## config.mk

```make
export PLATFORM = sky130hd
export DESIGN_NAME = sv48_page_table_walker
export DESIGN_NICKNAME = d
export VERILOG_FILES = /design/src/sv48ptw_pkg.sv /design/src/sv48ptw_step.sv /design/src/sv48_page_table_walker.sv
export SDC_FILE = /design/constraint.sdc
export NUM_CORES = 1
export LEC_CHECK = 0
export BUFFER_PORTS_ARGS = -buffer_cell sky130_fd_sc_hd__buf_4
export CAP_MARGIN = 40
export CORE_ASPECT_RATIO = 1.4
export CORE_UTILIZATION = 50
export CTS_BUF_LIST = sky130_fd_sc_hd__clkbuf_8
export CTS_CLUSTER_SIZE = 24
export DETAILED_ROUTE_END_ITERATION = 6
export HOLD_SLACK_MARGIN = 0.1
export MAX_ROUTING_LAYER = met4
export PLACE_DENSITY = 0.75
export SLEW_MARGIN = 20
export SYNTH_ARGS = -nofsm -noshare
export SYNTH_HDL_FRONTEND = slang
export SYNTH_HIERARCHICAL = 1
export SYNTH_SLANG_ARGS = --single-unit
```

## constraint.sdc

```tcl
create_clock -name clock -period 10.1 [get_ports clock]
set_clock_uncertainty 0.15 [all_clocks]
set_input_delay 1.01 -clock clock [delete_from_list [all_inputs] [get_ports clock]]
set_output_delay 1.01 -clock clock [all_outputs]
set_load 0.1 [all_outputs]
```

## src/sv48ptw_pkg.sv

```systemverilog
// ----------------------------------------------------------------------------
// sv48ptw_pkg
// Types, codes and helpers shared by the Sv48 page-table walker.
// ----------------------------------------------------------------------------
package sv48ptw_pkg;

   localparam int TagWidth   = 8;
   localparam int PpnWidth   = 44;
   localparam int VaWidth    = 48;
   localparam int PaWidth    = 56;
   localparam int VpnBits    = 9;
   localparam int OffsetBits = 12;

   // operation codes
   localparam logic [1:0] OP_START      = 2'd0;
   localparam logic [1:0] OP_PTE_DATA   = 2'd1;
   localparam logic [1:0] OP_FETCH_FAIL = 2'd2;

   // result kinds
   localparam logic [1:0] KIND_PTE_READ = 2'd0;
   localparam logic [1:0] KIND_DONE     = 2'd1;
   localparam logic [1:0] KIND_REJECT   = 2'd2;

   // fault codes
   localparam logic [2:0] FAULT_NONE       = 3'd0;
   localparam logic [2:0] FAULT_INVALID    = 3'd1;
   localparam logic [2:0] FAULT_PERMISSION = 3'd2;
   localparam logic [2:0] FAULT_MISALIGNED = 3'd3;
   localparam logic [2:0] FAULT_ACCESSED   = 3'd4;
   localparam logic [2:0] FAULT_DIRTY      = 3'd5;
   localparam logic [2:0] FAULT_ACCESS     = 3'd6;

   localparam logic [1:0] LEVEL_ROOT = 2'd3;

   // held rights bits
   localparam int RightRead  = 0;
   localparam int RightWrite = 1;
   localparam int RightExec  = 2;
   localparam int RightStore = 3;

   typedef struct packed {
      logic [1:0]          operation;
      logic [VaWidth-1:0]  virt_addr;
      logic                need_read;
      logic                need_write;
      logic                need_exec;
      logic                store_access;
      logic [TagWidth-1:0] request_tag;
      logic [63:0]         pte_word;
   } req_type;

   typedef struct packed {
      logic [1:0]          result_kind;
      logic [PaWidth-1:0]  pte_read_addr;
      logic [TagWidth-1:0] done_tag;
      logic [2:0]          fault_code;
      logic [PaWidth-1:0]  phys_addr;
   } rsp_type;

   typedef struct packed {
      logic                busy;
      logic [1:0]          level;
      logic [PpnWidth-1:0] base_ppn;
      logic [VaWidth-1:0]  vaddr;
      logic [3:0]          rights;
      logic [TagWidth-1:0] tag;
   } walk_type;

   function automatic logic [PaWidth-1:0] pte_addr(input logic [PpnWidth-1:0] base,
                                                   input logic [VaWidth-1:0]  va,
                                                   input logic [1:0]          level);
      logic [VpnBits-1:0] vpn;
      case (level)
         2'd3:    vpn = va[47:39];
         2'd2:    vpn = va[38:30];
         2'd1:    vpn = va[29:21];
         default: vpn = va[20:12];
      endcase
      return {base, vpn, 3'b000};
   endfunction

   // low PPN bits that a superpage at this level must leave zero
   function automatic logic [PpnWidth-1:0] super_mask(input logic [1:0] level);
      logic [PpnWidth-1:0] m;
      case (level)
         2'd3:    m = {{(PpnWidth-27){1'b0}}, {27{1'b1}}};
         2'd2:    m = {{(PpnWidth-18){1'b0}}, {18{1'b1}}};
         2'd1:    m = {{(PpnWidth-9){1'b0}}, {9{1'b1}}};
         default: m = '0;
      endcase
      return m;
   endfunction

endpackage

```

## src/sv48ptw_step.sv

```systemverilog
// ----------------------------------------------------------------------------
// sv48ptw_step
// One walk step: decodes a beat against the walk state, checks the PTE and
// forms the result beat and the next walk state.
// ----------------------------------------------------------------------------
module sv48ptw_step (
   input  sv48ptw_pkg::req_type                      req,
   input  sv48ptw_pkg::walk_type                     walk,
   input  logic [sv48ptw_pkg::PpnWidth-1:0]          root_ppn,
   output logic                                      emit,
   output sv48ptw_pkg::rsp_type                      rsp,
   output sv48ptw_pkg::walk_type                     walk_in
);
   import sv48ptw_pkg::*;

   logic [63:0]         pte;
   logic                v, r, w, x, a, d;
   logic [PpnWidth-1:0] ppn;
   logic [PpnWidth-1:0] mask;
   logic [PpnWidth-1:0] pa_ppn;
   logic [PpnWidth-1:0] va_vpn;
   logic                bad, leaf, perm_bad;
   logic [2:0]          fault;

   assign pte    = req.pte_word;
   assign v      = pte[0];
   assign r      = pte[1];
   assign w      = pte[2];
   assign x      = pte[3];
   assign a      = pte[6];
   assign d      = pte[7];
   assign ppn    = pte[53:10];
   assign mask   = super_mask(walk.level);
   assign va_vpn = {{(PpnWidth-36){1'b0}}, walk.vaddr[47:12]};
   assign pa_ppn = (ppn & ~mask) | (va_vpn & mask);

   assign bad      = !v || (!r && w) || (pte[63:54] != '0);
   assign leaf     = r || x;
   assign perm_bad = (walk.rights[RightRead] && !r) || (walk.rights[RightWrite] && !w) ||
                     (walk.rights[RightExec] && !x);

   always_comb begin
      if (bad) begin
         fault = FAULT_INVALID;
      end else if (perm_bad) begin
         fault = FAULT_PERMISSION;
      end else if ((ppn & mask) != '0) begin
         fault = FAULT_MISALIGNED;
      end else if (!a) begin
         fault = FAULT_ACCESSED;
      end else if (walk.rights[RightStore] && !d) begin
         fault = FAULT_DIRTY;
      end else begin
         fault = FAULT_NONE;
      end
   end

   always_comb begin
      emit    = 1'b0;
      rsp     = '0;
      walk_in = walk;
      case (req.operation)
         OP_START: begin
            emit = 1'b1;
            if (walk.busy) begin
               rsp.result_kind = KIND_REJECT;
               rsp.done_tag    = req.request_tag;
            end else begin
               walk_in.busy     = 1'b1;
               walk_in.level    = LEVEL_ROOT;
               walk_in.base_ppn = root_ppn;
               walk_in.vaddr    = req.virt_addr;
               walk_in.rights   = {req.store_access, req.need_exec, req.need_write,
                                   req.need_read};
               walk_in.tag      = req.request_tag;
               rsp.result_kind   = KIND_PTE_READ;
               rsp.pte_read_addr = pte_addr(root_ppn, req.virt_addr, LEVEL_ROOT);
            end
         end
         OP_FETCH_FAIL: begin
            if (walk.busy) begin
               emit = 1'b1;
               rsp.result_kind = KIND_DONE;
               rsp.done_tag    = walk.tag;
               rsp.fault_code  = FAULT_ACCESS;
               walk_in.busy    = 1'b0;
               walk_in.level   = LEVEL_ROOT;
            end
         end
         OP_PTE_DATA: begin
            if (walk.busy) begin
               emit = 1'b1;
               if (!bad && !leaf && walk.level != 2'd0) begin
                  // pointer: descend one level
                  walk_in.level    = walk.level - 2'd1;
                  walk_in.base_ppn = ppn;
                  rsp.result_kind   = KIND_PTE_READ;
                  rsp.pte_read_addr = pte_addr(ppn, walk.vaddr, walk.level - 2'd1);
               end else begin
                  rsp.result_kind = KIND_DONE;
                  rsp.done_tag    = walk.tag;
                  rsp.fault_code  = bad || !leaf ? FAULT_INVALID : fault;
                  if (!bad && leaf && fault == FAULT_NONE)
                     rsp.phys_addr = {pa_ppn, walk.vaddr[OffsetBits-1:0]};
                  walk_in.busy  = 1'b0;
                  walk_in.level = LEVEL_ROOT;
               end
            end
         end
         default: begin
            emit = 1'b0;
         end
      endcase
   end

endmodule

```

## src/sv48_page_table_walker.sv

```systemverilog
// ----------------------------------------------------------------------------
// sv48_page_table_walker
// Single-walk Sv48 translation engine driven by request beats.
// ----------------------------------------------------------------------------
// Usage:
//   req_*  : request beats (start walk, PTE data, PTE fetch failure), valid/ready.
//   rsp_*  : result beats (PTE read request, walk complete, start rejected).
//   csr_*  : root table PPN, written whenever csr_write_enable is high; write
//            it only while no walk is in flight.
// Every request beat is handled in the cycle it is accepted; its result, if
// any, appears on rsp_* the next cycle. One beat per cycle is accepted as
// long as the result register is empty or being drained, so the rate is one
// beat per cycle, set by the single result register.
// A start while a walk is in flight is answered with a reject beat; PTE data
// or fetch failures with no walk in flight are dropped silently.
// When rsp_ready is low with a result pending, req_ready drops and the walk
// state holds until the result is taken.
// Reset (synchronous, active high) clears the walk, the pending result and
// the root PPN.
// ----------------------------------------------------------------------------
module sv48_page_table_walker (
   input  logic                              clock,
   input  logic                              reset,
   input  logic                              req_valid,
   output logic                              req_ready,
   input  sv48ptw_pkg::req_type              req_payload,
   output logic                              rsp_valid,
   input  logic                              rsp_ready,
   output sv48ptw_pkg::rsp_type              rsp_payload,
   input  logic                              csr_write_enable,
   input  logic [sv48ptw_pkg::PpnWidth-1:0]  csr_write_data
);
   import sv48ptw_pkg::*;

   logic [PpnWidth-1:0] root_ppn_ff;
   walk_type            walk_ff, walk_in;
   rsp_type             rsp_ff, step_rsp;
   logic                rsp_valid_ff;
   logic                emit;
   logic                accept;

   assign req_ready   = !rsp_valid_ff || rsp_ready;
   assign accept      = req_valid && req_ready;
   assign rsp_valid   = rsp_valid_ff;
   assign rsp_payload = rsp_ff;

   sv48ptw_step u_step (
      .req      (req_payload),
      .walk     (walk_ff),
      .root_ppn (root_ppn_ff),
      .emit     (emit),
      .rsp      (step_rsp),
      .walk_in  (walk_in)
   );

   always_ff @(posedge clock) begin
      if (reset) begin
         root_ppn_ff <= '0;
      end else if (csr_write_enable) begin
         root_ppn_ff <= csr_write_data;
      end
   end

   always_ff @(posedge clock) begin
      if (reset) begin
         walk_ff <= '{busy: 1'b0, level: LEVEL_ROOT, base_ppn: '0, vaddr: '0,
                      rights: '0, tag: '0};
      end else if (accept) begin
         walk_ff <= walk_in;
      end
   end

   always_ff @(posedge clock) begin
      if (reset) begin
         rsp_valid_ff <= 1'b0;
      end else if (accept && emit) begin
         rsp_valid_ff <= 1'b1;
      end else if (rsp_ready) begin
         rsp_valid_ff <= 1'b0;
      end
   end

   always_ff @(posedge clock) begin
      if (accept && emit) begin
         rsp_ff <= step_rsp;
      end
   end

endmodule

```

==> metrics.json, run 1 <==
{
  "sta": {
    "worst-slew-pin-transition_ns": 0.8181,
    "endpoints_failing_hold": 0,
    "timing.max_slew.rel_slack_pct": 45.46,
    "layout_worst_path_cycle_share_pct": 35.31,
    "final.min_clock_period_ns": 3.566,
    "count_of_final_max_slew_check_failures": 0,
    "maxClockFrequency_ghz": 0.2804,
    "grt_setup_unrepaired": "false",
    "fin_setup_tns_ns": 0,
    "setup-violations-final": 0
  },
  "die": {
    "placement_rows": 63,
    "die-width_um": 125.9,
    "floorplan.die.height_um": 175.5,
    "effective_utilization_at_floorplan_pct": 50.89,
    "fp.dieArea_um2": 22100,
    "floorplan.core_area_um2": 21130,
    "io_pins": 302
  },
  "drt": {
    "detailedRoute.firstPassIterationCount": 5,
    "drtIter0Drc": 635,
    "num_vias": 8956,
    "routedWlPerCell_um": 18.81,
    "drt_wl_total_um": 30390,
    "detail_route.drc_violations": 0,
    "drt.antenna.violating_nets": 0,
    "avgViaCountPerCell": 5.546
  },
  "placed_design": {
    "buffer_ports.inserted": 297,
    "hpwl_um": 20740,
    "globalplace.congestion": 0.8450
  },
  "clock_tree": {
    "numCtsBuffers": 38,
    "root_buffer": "clkbuf_8",
    "cts.repair.resized": 0,
    "clkTransAtPathRegs_ns": 0.07,
    "clock_path_buffers": 3,
    "h-tree-depth": 2,
    "cts.hold.buffers_added": 0,
    "cts_tree": "done",
    "insertion_delay_ns": 0.52,
    "clock_sinks": 233,
    "post_cts_buffers": 0
  },
  "critical_path": {
    "endpoint_kind": "flop",
    "critPathMaxFanout": 15,
    "critPathRequiredTime_ns": 10.33,
    "worstSetupPathType": "flop to flop",
    "worst_ep_arrival_time_ns": 3.80,
    "crit_path_start_kind": "flop",
    "setup.reg_to_reg.worst_slack_ns": 6.53
  },
  "synth": {
    "synthesis.area_per_instance_um2": 10.05,
    "ys.warnings.count": 6,
    "netlist_area_um2": 10750,
    "number_of_cells_produced_by_synthesis": 1070
  },
  "power": {
    "leakage_nw": 5.643,
    "internal_power_w": 0.001626,
    "p_clk_share_pct": 37.5,
    "power_frac_comb_pct": 16.0,
    "switching_power_w": 0.0006412,
    "switching_share_pct": 28.28,
    "finalPower_w": 0.002267,
    "vdd_drop_max_v": 0.00009601,
    "p_per_area_nw_per_um2": 164.1,
    "power.sequential.fraction_pct": 46.6
  },
  "final_layout": {
    "antenna-diode-count": 0,
    "share_of_post_route_cells_with_drive_strength_above_1_pct": 27.45,
    "nets": 1511,
    "area_delta_synth_final_pct": 28.56
  },
  "run_status": {
    "status": "finished clean"
  },
  "run": {
    "number_of_maximum_capacitance_constraint_violations": 0
  },
  "global_route": {
    "grt_util_all_layers_pct": 27.92,
    "antenna_found_initial": 0,
    "maximum_number_of_pins_on_one_net_before_global_route_repair": 88,
    "grt-busiest-layer": "met2",
    "first_global_vias": 8882,
    "grt_first_pass_wirelength_um": 47240,
    "grt_overflow_total": 0,
    "globalRouteMet1Util_pct": 31.81,
    "grt_util_met2_pct": 46.75,
    "grt_util_met3_pct": 5.726
  },
  "worst_hold_path": {
    "worstHoldPathType": "flop to flop"
  }
}
==> power by group through the flow <==
stage / clock network, W / registers [W] / logic (W)
floorplan: 0 / 0.00120 / 0.000117
global placement: 0 / 0.00107 / 0.000355
detailed placement: 0 / 0.00108 / 0.000361
CTS: 0.000868 / 0.00106 / 0.000362
global route: 0.000910 / 0.00106 / 0.000382
finish: 0.000850 / 0.00106 / 0.000362
==> registers in the layout, indices dropped and copies added, names as in the netlist <==
register,flops
rsp_valid,1
walk_ff,63
root_ppn_ff,44
rsp_payload,125
==> cell type report <==
class	instances	area, um^2
tap	260	325.3
multi-input combinational	737	4410
clock inverter	25	188.9
clock buffer	44	605.6
timing repair buffer	307	2341
sequential	233	5916
inverter	9	33.78
fill	1755	7305
==> worst max-delay path: stages (launching register included) <==
cell	delay [ns]
dfxtp_1	0.35
inv_1	0.18
ha_1	0.72
nor2_1	0.34
a21oi_1	0.58
and4_1	0.71
buf_6	0.25
and2_1	0.14
==> worst paths after layout <==
| kind | cells past startpoint | from | end |
|---|---|---|---|
| max | 7 | walk_ff[104] | rsp_payload[46] |
| min | 2 | walk_ff[9] | walk_ff[9] |
| min reg2reg | 2 | walk_ff[9] | walk_ff[9] |
| max reg2reg | 7 | walk_ff[104] | rsp_payload[46] |
==> through the flow <==
step           area (um^2)  utilization, %  worst slack, ns  hold WS (ns)  std cells
2_1_floorplan        10760               -            1.595        0.2992       1072
3_3_place_gp         12970           61.38            6.098        0.3125       1543
3_5_place_dp         13030           61.66            6.147        0.3199       1546
4_1_cts              13820           65.42            6.542        0.3286       1615
5_1_grt              13820           65.42            6.297        0.3603       1615
6_report             13820           65.42            6.534        0.3256       1615
==> metal layers <==
layer / up-vias / share of wire [%]
li1: 4270 / -
met1: 4227 / 39
met2: 381 / 49
met3: 78 / 7.1
met4: 0 / 4.9
met5: - / 0
==> cell usage in the layout, fill, tap and decap left out, types with 2 or more instances in the layout <==
master	n
a21oi_1	32
a222oi_1	9
a22o_1	44
a31oi_1	2
and2_1	31
and4_1	2
buf_4	304
bufinv_16	3
clkbuf_8	44
clkinv_1	3
clkinv_2	4
conb_1	3
dfxtp_1	108
edfxtp_1	125
ha_1	10
inv_1	22
mux2i_1	64
nand2_1	207
nand2b_1	63
nand3_1	4
nand4b_1	62
nor2_1	89
nor2b_4	2
nor3_1	5
nor4_1	3
o21ai_0	84
or3_1	2
No activity file was read; power rests on OpenSTA's default activity.
==> inputs of run 2 (changes only) <==
--- a/config.mk
+++ b/config.mk
@@ -5,6 +5,7 @@
 export SDC_FILE = /design/constraint.sdc
 export NUM_CORES = 1
 export LEC_CHECK = 0
+export ABC_AREA = 1
 export BUFFER_PORTS_ARGS = -buffer_cell sky130_fd_sc_hd__buf_4
 export CAP_MARGIN = 40
 export CORE_ASPECT_RATIO = 1.4
@@ -14,7 +15,7 @@
 export DETAILED_ROUTE_END_ITERATION = 6
 export HOLD_SLACK_MARGIN = 0.1
 export MAX_ROUTING_LAYER = met4
-export PLACE_DENSITY = 0.75
+export PLACE_DENSITY = 0.74
 export SLEW_MARGIN = 20
 export SYNTH_ARGS = -nofsm -noshare
 export SYNTH_HDL_FRONTEND = slang
==> constraint.sdc (replaced) <==
create_clock -name clock -period 3.4 [get_ports clock]
set_clock_uncertainty 0.15 [all_clocks]
set_input_delay 0.34 -clock clock [delete_from_list [all_inputs] [get_ports clock]]
set_output_delay 0.34 -clock clock [all_outputs]
set_load 0.1 [all_outputs]
==> run 2 against run 1 <==
Against the previous run: clock power increased to 2.7 times the previous value; die area increased by 7.6%; register-to-register slack got worse by 6.0 ns; core utilization increased by 4.7 points; first-iteration DRC count increased by 45%; global-route usage increased by 2.7 points; worst setup slack got worse by 6.0 ns; largest power group unchanged; flip-flop and latch count unchanged; largest cell class unchanged; final cell count increased by 33%.
==> metrics.json, run 2 <==
{
  "critical_path": {
    "path_cells": {"value": "inv_1 -> ha_1 -> nor2_1 -> o21ai_1 -> nand4_2 -> nor2_2 -> nand3_4 -> buf_4 -> nor2_2", "change": "was inv_1 -> ha_1 -> nor2_1 -> a21oi_1 -> and4_1 -> buf_6 -> and2_1"},
    "cpPeakStageDelay": {"value": 0.56, "unit": "ns", "change": "was 0.72 ns"},
    "slowest_stage": {"value": "ha_1", "change": "unchanged"},
    "critPathRequiredTime": {"value": 3.62, "unit": "ns", "change": "was 10.33 ns"},
    "endpoint_kind": {"value": "flop", "change": "unchanged"},
    "family_with_the_most_delay_on_the_worst_path": {"value": "simple AND/OR/NAND/NOR gates", "change": "unchanged"},
    "worstSetupPathType": {"value": "flop to flop", "change": "unchanged"},
    "critPathMaxFanout": {"value": 25, "change": "was 15"},
    "crit_top_cell": "nor2_2",
    "worstPathBufferInverterCount": {"value": 2, "change": "unchanged"},
    "crit_path_start_kind": {"value": "flop", "change": "unchanged"},
    "worst_ep_arrival_time": {"value": 3.09, "unit": "ns", "change": "was 3.80 ns"}
  },
  "sta": {
    "count_of_final_max_slew_check_failures": {"value": 0, "change": "unchanged"},
    "fin_setup_tns": {"value": 0, "unit": "ns", "change": "unchanged"},
    "layout_worst_path_cycle_share": {"value": 84.24, "unit": "%", "change": "was 35.31%"},
    "endpoints_failing_hold": {"value": 0, "change": "unchanged"},
    "final.min_clock_period": {"value": 2.864, "unit": "ns", "change": "was 3.566 ns"},
    "timing.max_slew.rel_slack": {"value": 51.45, "unit": "%", "change": "was 45.46%"},
    "setup-violations-final": {"value": 0, "change": "unchanged"},
    "maxClockFrequency": {"value": 0.3491, "unit": "GHz", "change": "was 0.2804 GHz"},
    "grt_setup_unrepaired": {"value": "false", "change": "unchanged"},
    "worst-slew-pin-transition": {"value": 0.7272, "unit": "ns", "change": "was 0.8181 ns"}
  },
  "clock_tree": {
    "cts_tree": {"value": "done", "change": "unchanged"},
    "clock_path_buffers": {"value": 3, "change": "unchanged"},
    "numCtsBuffers": {"value": 38, "change": "unchanged"},
    "clkTransAtPathRegs": {"value": 0.06, "unit": "ns", "change": "was 0.07 ns"},
    "clock_sinks": {"value": 233, "change": "unchanged"},
    "post_cts_buffers": {"value": 0, "change": "unchanged"},
    "cts.repair.resized": {"value": 0, "change": "unchanged"},
    "h-tree-depth": {"value": 2, "change": "unchanged"},
    "root_buffer": {"value": "clkbuf_8", "change": "unchanged"},
    "insertion_delay": {"value": 0.53, "unit": "ns", "change": "was 0.52 ns"}
  },
  "run": {
    "number_of_maximum_capacitance_constraint_violations": {"value": 0, "change": "unchanged"}
  },
  "placed_design": {
    "globalplace.congestion": {"value": 0.8847, "change": "was 0.8450"},
    "place_inst": {"value": 1958, "change": "was 1,546"},
    "hpwl": {"value": 22370, "unit": "um", "change": "was 20,740 um"},
    "buffer_ports.inserted": {"value": 297, "change": "unchanged"}
  },
  "die": {
    "floorplan.die.height": {"value": 182.1, "unit": "um", "change": "was 175.5 um"},
    "io_pins": {"value": 302, "change": "unchanged"},
    "fp.dieArea": {"value": 23790, "unit": "um^2", "change": "was 22,100 um^2"},
    "placement_rows": {"value": 65, "change": "was 63"},
    "floorplan.core_area": {"value": 22610, "unit": "um^2", "change": "was 21,130 um^2"},
    "effective_utilization_at_floorplan": {"value": 51.23, "unit": "%", "change": "was 50.89%"},
    "die-width": {"value": 130.6, "unit": "um", "change": "was 125.9 um"}
  },
  "synth": {
    "number_of_cells_produced_by_synthesis": {"value": 1444, "change": "was 1,070"},
    "netlist_area": {"value": 11580, "unit": "um^2", "change": "was 10,750 um^2"},
    "ys.warnings.count": {"value": 6, "change": "unchanged"},
    "synthesis.area_per_instance": {"value": 8.022, "unit": "um^2", "change": "was 10.05 um^2"}
  },
  "drt": {
    "drt_wl_total": {"value": 35640, "unit": "um", "change": "was 30,390 um"},
    "routedWlPerCell": {"value": 16.55, "unit": "um", "change": "was 18.81 um"},
    "avgViaCountPerCell": {"value": 5.137, "change": "was 5.546"},
    "drtIter0Drc": {"value": 921, "change": "was 635"},
    "num_vias": {"value": 11070, "change": "was 8,956"},
    "detail_route.drc_violations": {"value": 0, "change": "unchanged"},
    "detailedRoute.firstPassIterationCount": {"value": 5, "change": "unchanged"},
    "drt.antenna.violating_nets": {"value": 0, "change": "unchanged"}
  },
  "power": {
    "p_clk_share": {"value": 33.5, "unit": "%", "change": "was 37.5%"},
    "vdd_drop_max": {"value": 0.0002787, "unit": "V", "change": "was 0.00009601 V"},
    "power_frac_comb": {"value": 20.3, "unit": "%", "change": "was 16.0%"},
    "internal_power": {"value": 0.004797, "unit": "W", "change": "was 0.001626 W"},
    "switching_power": {"value": 0.002121, "unit": "W", "change": "was 0.0006412 W"},
    "p_per_area": {"value": 436.6, "unit": "nW/um^2", "change": "was 164.1 nW/um^2"},
    "leakage": {"value": 7.095, "unit": "nW", "change": "was 5.643 nW"},
    "finalPower": {"value": 0.006918, "unit": "W", "change": "was 0.002267 W"},
    "power.sequential.fraction": {"value": 46.2, "unit": "%", "change": "was 46.6%"},
    "switching_share": {"value": 30.66, "unit": "%", "change": "was 28.28%"}
  },
  "global_route": {
    "grt_overflow_total": {"value": 0, "change": "unchanged"},
    "grt_first_pass_wirelength": {"value": 54850, "unit": "um", "change": "was 47,240 um"},
    "antenna_found_initial": {"value": 1, "change": "was 0"},
    "first_global_vias": {"value": 10830, "change": "was 8,882"},
    "grt_util_all_layers": {"value": 30.64, "unit": "%", "change": "was 27.92%"},
    "maximum_number_of_pins_on_one_net_before_global_route_repair": {"value": 120, "change": "was 88"}
  },
  "run_status": {
    "status": {"value": "finished clean", "change": "unchanged"}
  },
  "final_layout": {
    "layout.cells.most_common": {"value": "nand2_1", "change": "was buf_4"},
    "area_delta_synth_final": {"value": 36.78, "unit": "%", "change": "was 28.56%"},
    "final.fill_count": {"value": 1801, "change": "was 1,755"},
    "share_of_post_route_cells_with_drive_strength_above_1": {"value": 25.59, "unit": "%", "change": "was 27.45%"},
    "final_cell_mix": {"value": "nand2_1 (364), buf_4 (303), nor2_1 (185)", "change": "was buf_4 (304), nand2_1 (207), edfxtp_1 (125)"},
    "final-instance-count-excl-fill": {"value": 2154, "change": "was 1,615"},
    "nets": {"value": 2009, "change": "was 1,511"},
    "number_of_flip_flops_under_the_largest_register_name": {"value": 125, "change": "unchanged"}
  },
  "worst_hold_path": {
    "worstHoldPathType": {"value": "primary input to flop", "change": "was flop to flop"}
  }
}
[run 2: area by class of cell]
cell class | instances | area [um^2] | area share (%)
clock inverters | 23 | 100.1 | 0.6318
diodes | 1 | 2.502 | 0.01579
inverters | 158 | 594.3 | 3.751
flip-flops and latches | 233 | 5917 | 37.35
well taps | 301 | 376.6 | 2.377
multi-input cells | 956 | 4521 | 28.53
clock buffers | 45 | 619.3 | 3.909
repair buffers | 437 | 3714 | 23.44
[run 2: what timing repair did]
action,in CTS,in global routing
setup endpoints to repair,0,0
hold buffers,125,0
endpoints found under the hold margin,157,0
[run 2: worst min-delay path: cells and delay by family]
kind | cells | cell delay, ns
simple gates | 5 | 0.31
buf+inv | 2 | 0.10
[run 2: final timing paths]
kind / startpoint / to / slack (ns) / cells past startpoint
worst max-delay path: walk_ff[104] / rsp_payload[46] / 0.54 / 9
worst min-delay path: req_payload[106] / walk_ff[42] / 0.11 / 7
worst max register to register: walk_ff[104] / rsp_payload[46] / 0.54 / 9
worst min register to register: walk_ff[8] / walk_ff[8] / 0.34 / 2
[run 2: through the flow]
| stage | area, um^2 | util [%] | worst slack, ns | hold WS [ns] |
|---|---|---|---|---|
| 3_3_place_gp | 13800 | 61.05 | 0.6045 | 0.3110 |
| 2_1_floorplan | 11600 | - | 0.06855 | 0.3016 |
| 5_1_grt | 15840 | 70.08 | 0.3063 | 0.1196 |
| 4_1_cts | 15790 | 69.86 | 0.4865 | 0.1014 |
| 6_report | 15840 | 70.08 | 0.5358 | 0.1134 |
| 3_5_place_dp | 13820 | 61.14 | 0.5157 | 0.3226 |
[run 2: per-layer routing]
layer / vias up / GRT usage (%) / part of all wire, %
met5: - / - / 0
met4: 0 / 19.59 / 6.0
met3: 130 / 5.013 / 6.9
met2: 496 / 49.74 / 50
met1: 5077 / 34.70 / 38
li1: 5363 / - / -
[run 2: power by group through the flow]
stage / logic (W) / registers (W) / clock network (W)
floorplan: 0.000510 / 0.00361 / 0
global route: 0.00152 / 0.00321 / 0.00247
detailed placement: 0.00126 / 0.00325 / 0
CTS: 0.00139 / 0.00319 / 0.00235
global placement: 0.00124 / 0.00325 / 0
finish: 0.00140 / 0.00320 / 0.00232
==> inputs of run 3 (changes only) <==
==> constraint.sdc (replaced) <==
create_clock -name clock -period 2.68 [get_ports clock]
set_clock_uncertainty 0.15 [all_clocks]
set_input_delay 0.268 -clock clock [delete_from_list [all_inputs] [get_ports clock]]
set_output_delay 0.268 -clock clock [all_outputs]
set_load 0.1 [all_outputs]
==> run 3 against run 2 <==
Against the previous run: clock-buffer cell count down 1; cell area up 2.4%; sequential power grew 27%; critical path depth did not move; wire length up 0.68%; die area unchanged; non-clock buffer count up 29; highest routed layer unchanged; worst hold slack improved by 0.043 ns; flip-flop and latch count unchanged; maximum frequency increased by 16%; sequential share of layout area is 0.85 points lower.
==> metrics.json, run 3 (synthesized netlist as in run 2, its figures left out) <==
{
  "sta": {
    "worst-slew-pin-transition": {"value": 0.8125, "unit": "ns", "change": "was 0.7272 ns"},
    "maxClockFrequency": {"value": 0.4046, "unit": "GHz", "change": "was 0.3491 GHz"},
    "endpoints_failing_hold": {"value": 0, "change": "unchanged"},
    "count_of_final_max_slew_check_failures": {"value": 0, "change": "unchanged"},
    "final.min_clock_period": {"value": 2.471, "unit": "ns", "change": "was 2.864 ns"},
    "layout_worst_path_cycle_share": {"value": 92.22, "unit": "%", "change": "was 84.24%"},
    "setup-violations-final": {"value": 0, "change": "unchanged"},
    "post-route-worst-setup-slack": {"value": 0.2086, "unit": "ns", "change": "was 0.5358 ns"},
    "grt_setup_unrepaired": {"value": "false", "change": "unchanged"},
    "timing.max_slew.rel_slack": {"value": 45.83, "unit": "%", "change": "was 51.45%"},
    "fin_setup_tns": {"value": 0, "unit": "ns", "change": "unchanged"}
  },
  "critical_path": {
    "crit_path_start_kind": {"value": "flop", "change": "unchanged"},
    "worstSetupPathType": {"value": "flop to flop", "change": "unchanged"},
    "critPathRequiredTime": {"value": 2.80, "unit": "ns", "change": "was 3.62 ns"},
    "endpoint_kind": {"value": "flop", "change": "unchanged"},
    "worst_ep_arrival_time": {"value": 2.59, "unit": "ns", "change": "was 3.09 ns"},
    "critPathMaxFanout": {"value": 56, "change": "was 25"}
  },
  "drt": {
    "detailedRoute.firstPassIterationCount": {"value": 5, "change": "unchanged"},
    "drt.antenna.violating_nets": {"value": 0, "change": "unchanged"},
    "detail_route.drc_violations": {"value": 0, "change": "unchanged"},
    "drt_wl_total": {"value": 35880, "unit": "um", "change": "was 35,640 um"},
    "num_vias": {"value": 11260, "change": "was 11,070"},
    "drtIter0Drc": {"value": 796, "change": "was 921"},
    "avgViaCountPerCell": {"value": 5.152, "change": "was 5.137"},
    "routedWlPerCell": {"value": 16.41, "unit": "um", "change": "was 16.55 um"}
  },
  "die": {
    "effective_utilization_at_floorplan": {"value": 51.23, "unit": "%", "change": "unchanged"},
    "placement_rows": {"value": 65, "change": "unchanged"},
    "floorplan.die.height": {"value": 182.1, "unit": "um", "change": "unchanged"},
    "die-width": {"value": 130.6, "unit": "um", "change": "unchanged"},
    "io_pins": {"value": 302, "change": "unchanged"},
    "floorplan.core_area": {"value": 22610, "unit": "um^2", "change": "unchanged"},
    "fp.dieArea": {"value": 23790, "unit": "um^2", "change": "unchanged"}
  },
  "final_layout": {
    "layout.cells.most_common": {"value": "nand2_1", "change": "unchanged"},
    "area_delta_synth_final": {"value": 40.03, "unit": "%", "change": "was 36.78%"},
    "nets": {"value": 2038, "change": "was 2,009"},
    "share_of_post_route_cells_with_drive_strength_above_1": {"value": 25.54, "unit": "%", "change": "was 25.59%"},
    "final.fill_count": {"value": 1701, "change": "was 1,801"},
    "final_cell_mix": {"value": "nand2_1 (363), buf_4 (307), nor2_1 (185)", "change": "was nand2_1 (364), buf_4 (303), nor2_1 (185)"},
    "number_of_flip_flops_under_the_largest_register_name": {"value": 125, "change": "unchanged"}
  },
  "power": {
    "vdd_drop_max": {"value": 0.0003555, "unit": "V", "change": "was 0.0002787 V"},
    "p_per_area": {"value": 556.1, "unit": "nW/um^2", "change": "was 436.6 nW/um^2"},
    "switching_share": {"value": 30.26, "unit": "%", "change": "was 30.66%"},
    "leakage": {"value": 7.264, "unit": "nW", "change": "was 7.095 nW"},
    "p_clk_share": {"value": 34.8, "unit": "%", "change": "was 33.5%"},
    "power_frac_comb": {"value": 20.3, "unit": "%", "change": "about the same"},
    "switching_power": {"value": 0.002729, "unit": "W", "change": "was 0.002121 W"},
    "power.sequential.fraction": {"value": 45.0, "unit": "%", "change": "was 46.2%"},
    "internal_power": {"value": 0.006290, "unit": "W", "change": "was 0.004797 W"}
  },
  "placed_design": {
    "preCtsSetupSlack": {"value": 0.2543, "unit": "ns", "change": "was 0.5157 ns"},
    "buffer_ports.inserted": {"value": 297, "change": "unchanged"},
    "globalplace.congestion": {"value": 0.8710, "change": "was 0.8847"},
    "hpwl": {"value": 22440, "unit": "um", "change": "was 22,370 um"}
  },
  "clock_tree": {
    "numCtsBuffers": {"value": 38, "change": "unchanged"},
    "cts.repair.resized": {"value": 0, "change": "unchanged"},
    "h-tree-depth": {"value": 2, "change": "unchanged"},
    "clkTransAtPathRegs": {"value": 0.07, "unit": "ns", "change": "was 0.06 ns"},
    "cts_tree": {"value": "done", "change": "unchanged"},
    "clock_path_buffers": {"value": 3, "change": "unchanged"},
    "post_cts_buffers": {"value": 0, "change": "unchanged"},
    "insertion_delay": {"value": 0.53, "unit": "ns", "change": "about the same"},
    "clock_sinks": {"value": 233, "change": "unchanged"},
    "cts.hold.buffers_added": {"value": 149, "change": "was 125"},
    "root_buffer": {"value": "clkbuf_8", "change": "unchanged"}
  },
  "global_route": {
    "first_global_vias": {"value": 10710, "change": "was 10,830"},
    "grt_util_all_layers": {"value": 30.76, "unit": "%", "change": "was 30.64%"},
    "grt_first_pass_wirelength": {"value": 54880, "unit": "um", "change": "was 54,850 um"},
    "maximum_number_of_pins_on_one_net_before_global_route_repair": {"value": 126, "change": "was 120"},
    "grt_overflow_total": {"value": 0, "change": "unchanged"},
    "antenna_found_initial": {"value": 2, "change": "was 1"}
  },
  "worst_hold_path": {
    "worstHoldPathType": {"value": "primary input to flop", "change": "unchanged"}
  },
  "run": {
    "number_of_maximum_capacitance_constraint_violations": {"value": 0, "change": "unchanged"}
  },
  "run_status": {
    "status": {"value": "finished clean", "change": "unchanged"}
  }
}
## run 3: cell types whose count changed in the layout (fill, tap and decap cells not counted), moves of 2 or more
cell	previous run	this run
buf_4	303	307
bufinv_16	0	2
clkinv_2	6	3
clkinvlp_4	2	0
dlygate4sd3_1	125	149
inv_6	0	3
## run 3: per-stage QoR
step           area (um^2)  power (W)  util (%)  hold WS, ns  cells
5_1_grt              16220   0.009371     71.74       0.1623   2186
3_3_place_gp         13930   0.005719     61.60       0.3110   1964
6_report             16220   0.009020     71.74       0.1560   2186
4_1_cts              16190   0.009014     71.60       0.1245   2183
3_5_place_dp         13930   0.005749     61.60       0.3199   1964
2_1_floorplan        11630   0.005231         -       0.2529   1446
## run 3: power by group through the flow
stage | logic (W) | clock network (W) | registers [W]
3_3_place_gp | 0.00160 | 0 | 0.00412
4_1_cts | 0.00180 | 0.00316 | 0.00405
5_1_grt | 0.00197 | 0.00333 | 0.00407
3_5_place_dp | 0.00162 | 0 | 0.00413
6_report | 0.00183 | 0.00314 | 0.00406
2_1_floorplan | 0.000650 | 0 | 0.00458
## run 3: metal layers
metal,GRT usage [%],wire length (um)
met1,35.31,13580
met2,50.81,17700
met3,4.573,2489
met4,17.33,2112
met5,-,0
## run 3: critical path: stages, from the launching register on
cell and delay [ns]:
dfxtp_1 0.44, inv_1 0.16, ha_1 0.33, nor2_1 0.22, o21ai_1 0.15, nand4_1 0.09, nand2_1 0.11, nand3_4 0.12
buf_12 0.32, nor2_1 0.09
## run 3: cell type report
type	count	area, um^2	area share [%]
tap	301	376.6	2.322
multi-input combinational	956	4536	27.96
timing repair buffer	466	4004	24.68
sequential	233	5919	36.49
inverter	158	611.8	3.772
clock buffer	44	605.6	3.733
antenna	2	5.005	0.03085
clock inverter	26	162.7	1.003
## run 3: final timing paths
kind | startpoint | endpoint | slack, ns | depth (start not counted)
min reg2reg | walk_ff[52] | walk_ff[52] | 0.33 | 2
max | walk_ff[104] | rsp_payload[12] | 0.21 | 9
min | csr_write_enable | root_ppn_ff[38] | 0.16 | 3
max reg2reg | walk_ff[104] | rsp_payload[12] | 0.21 | 9
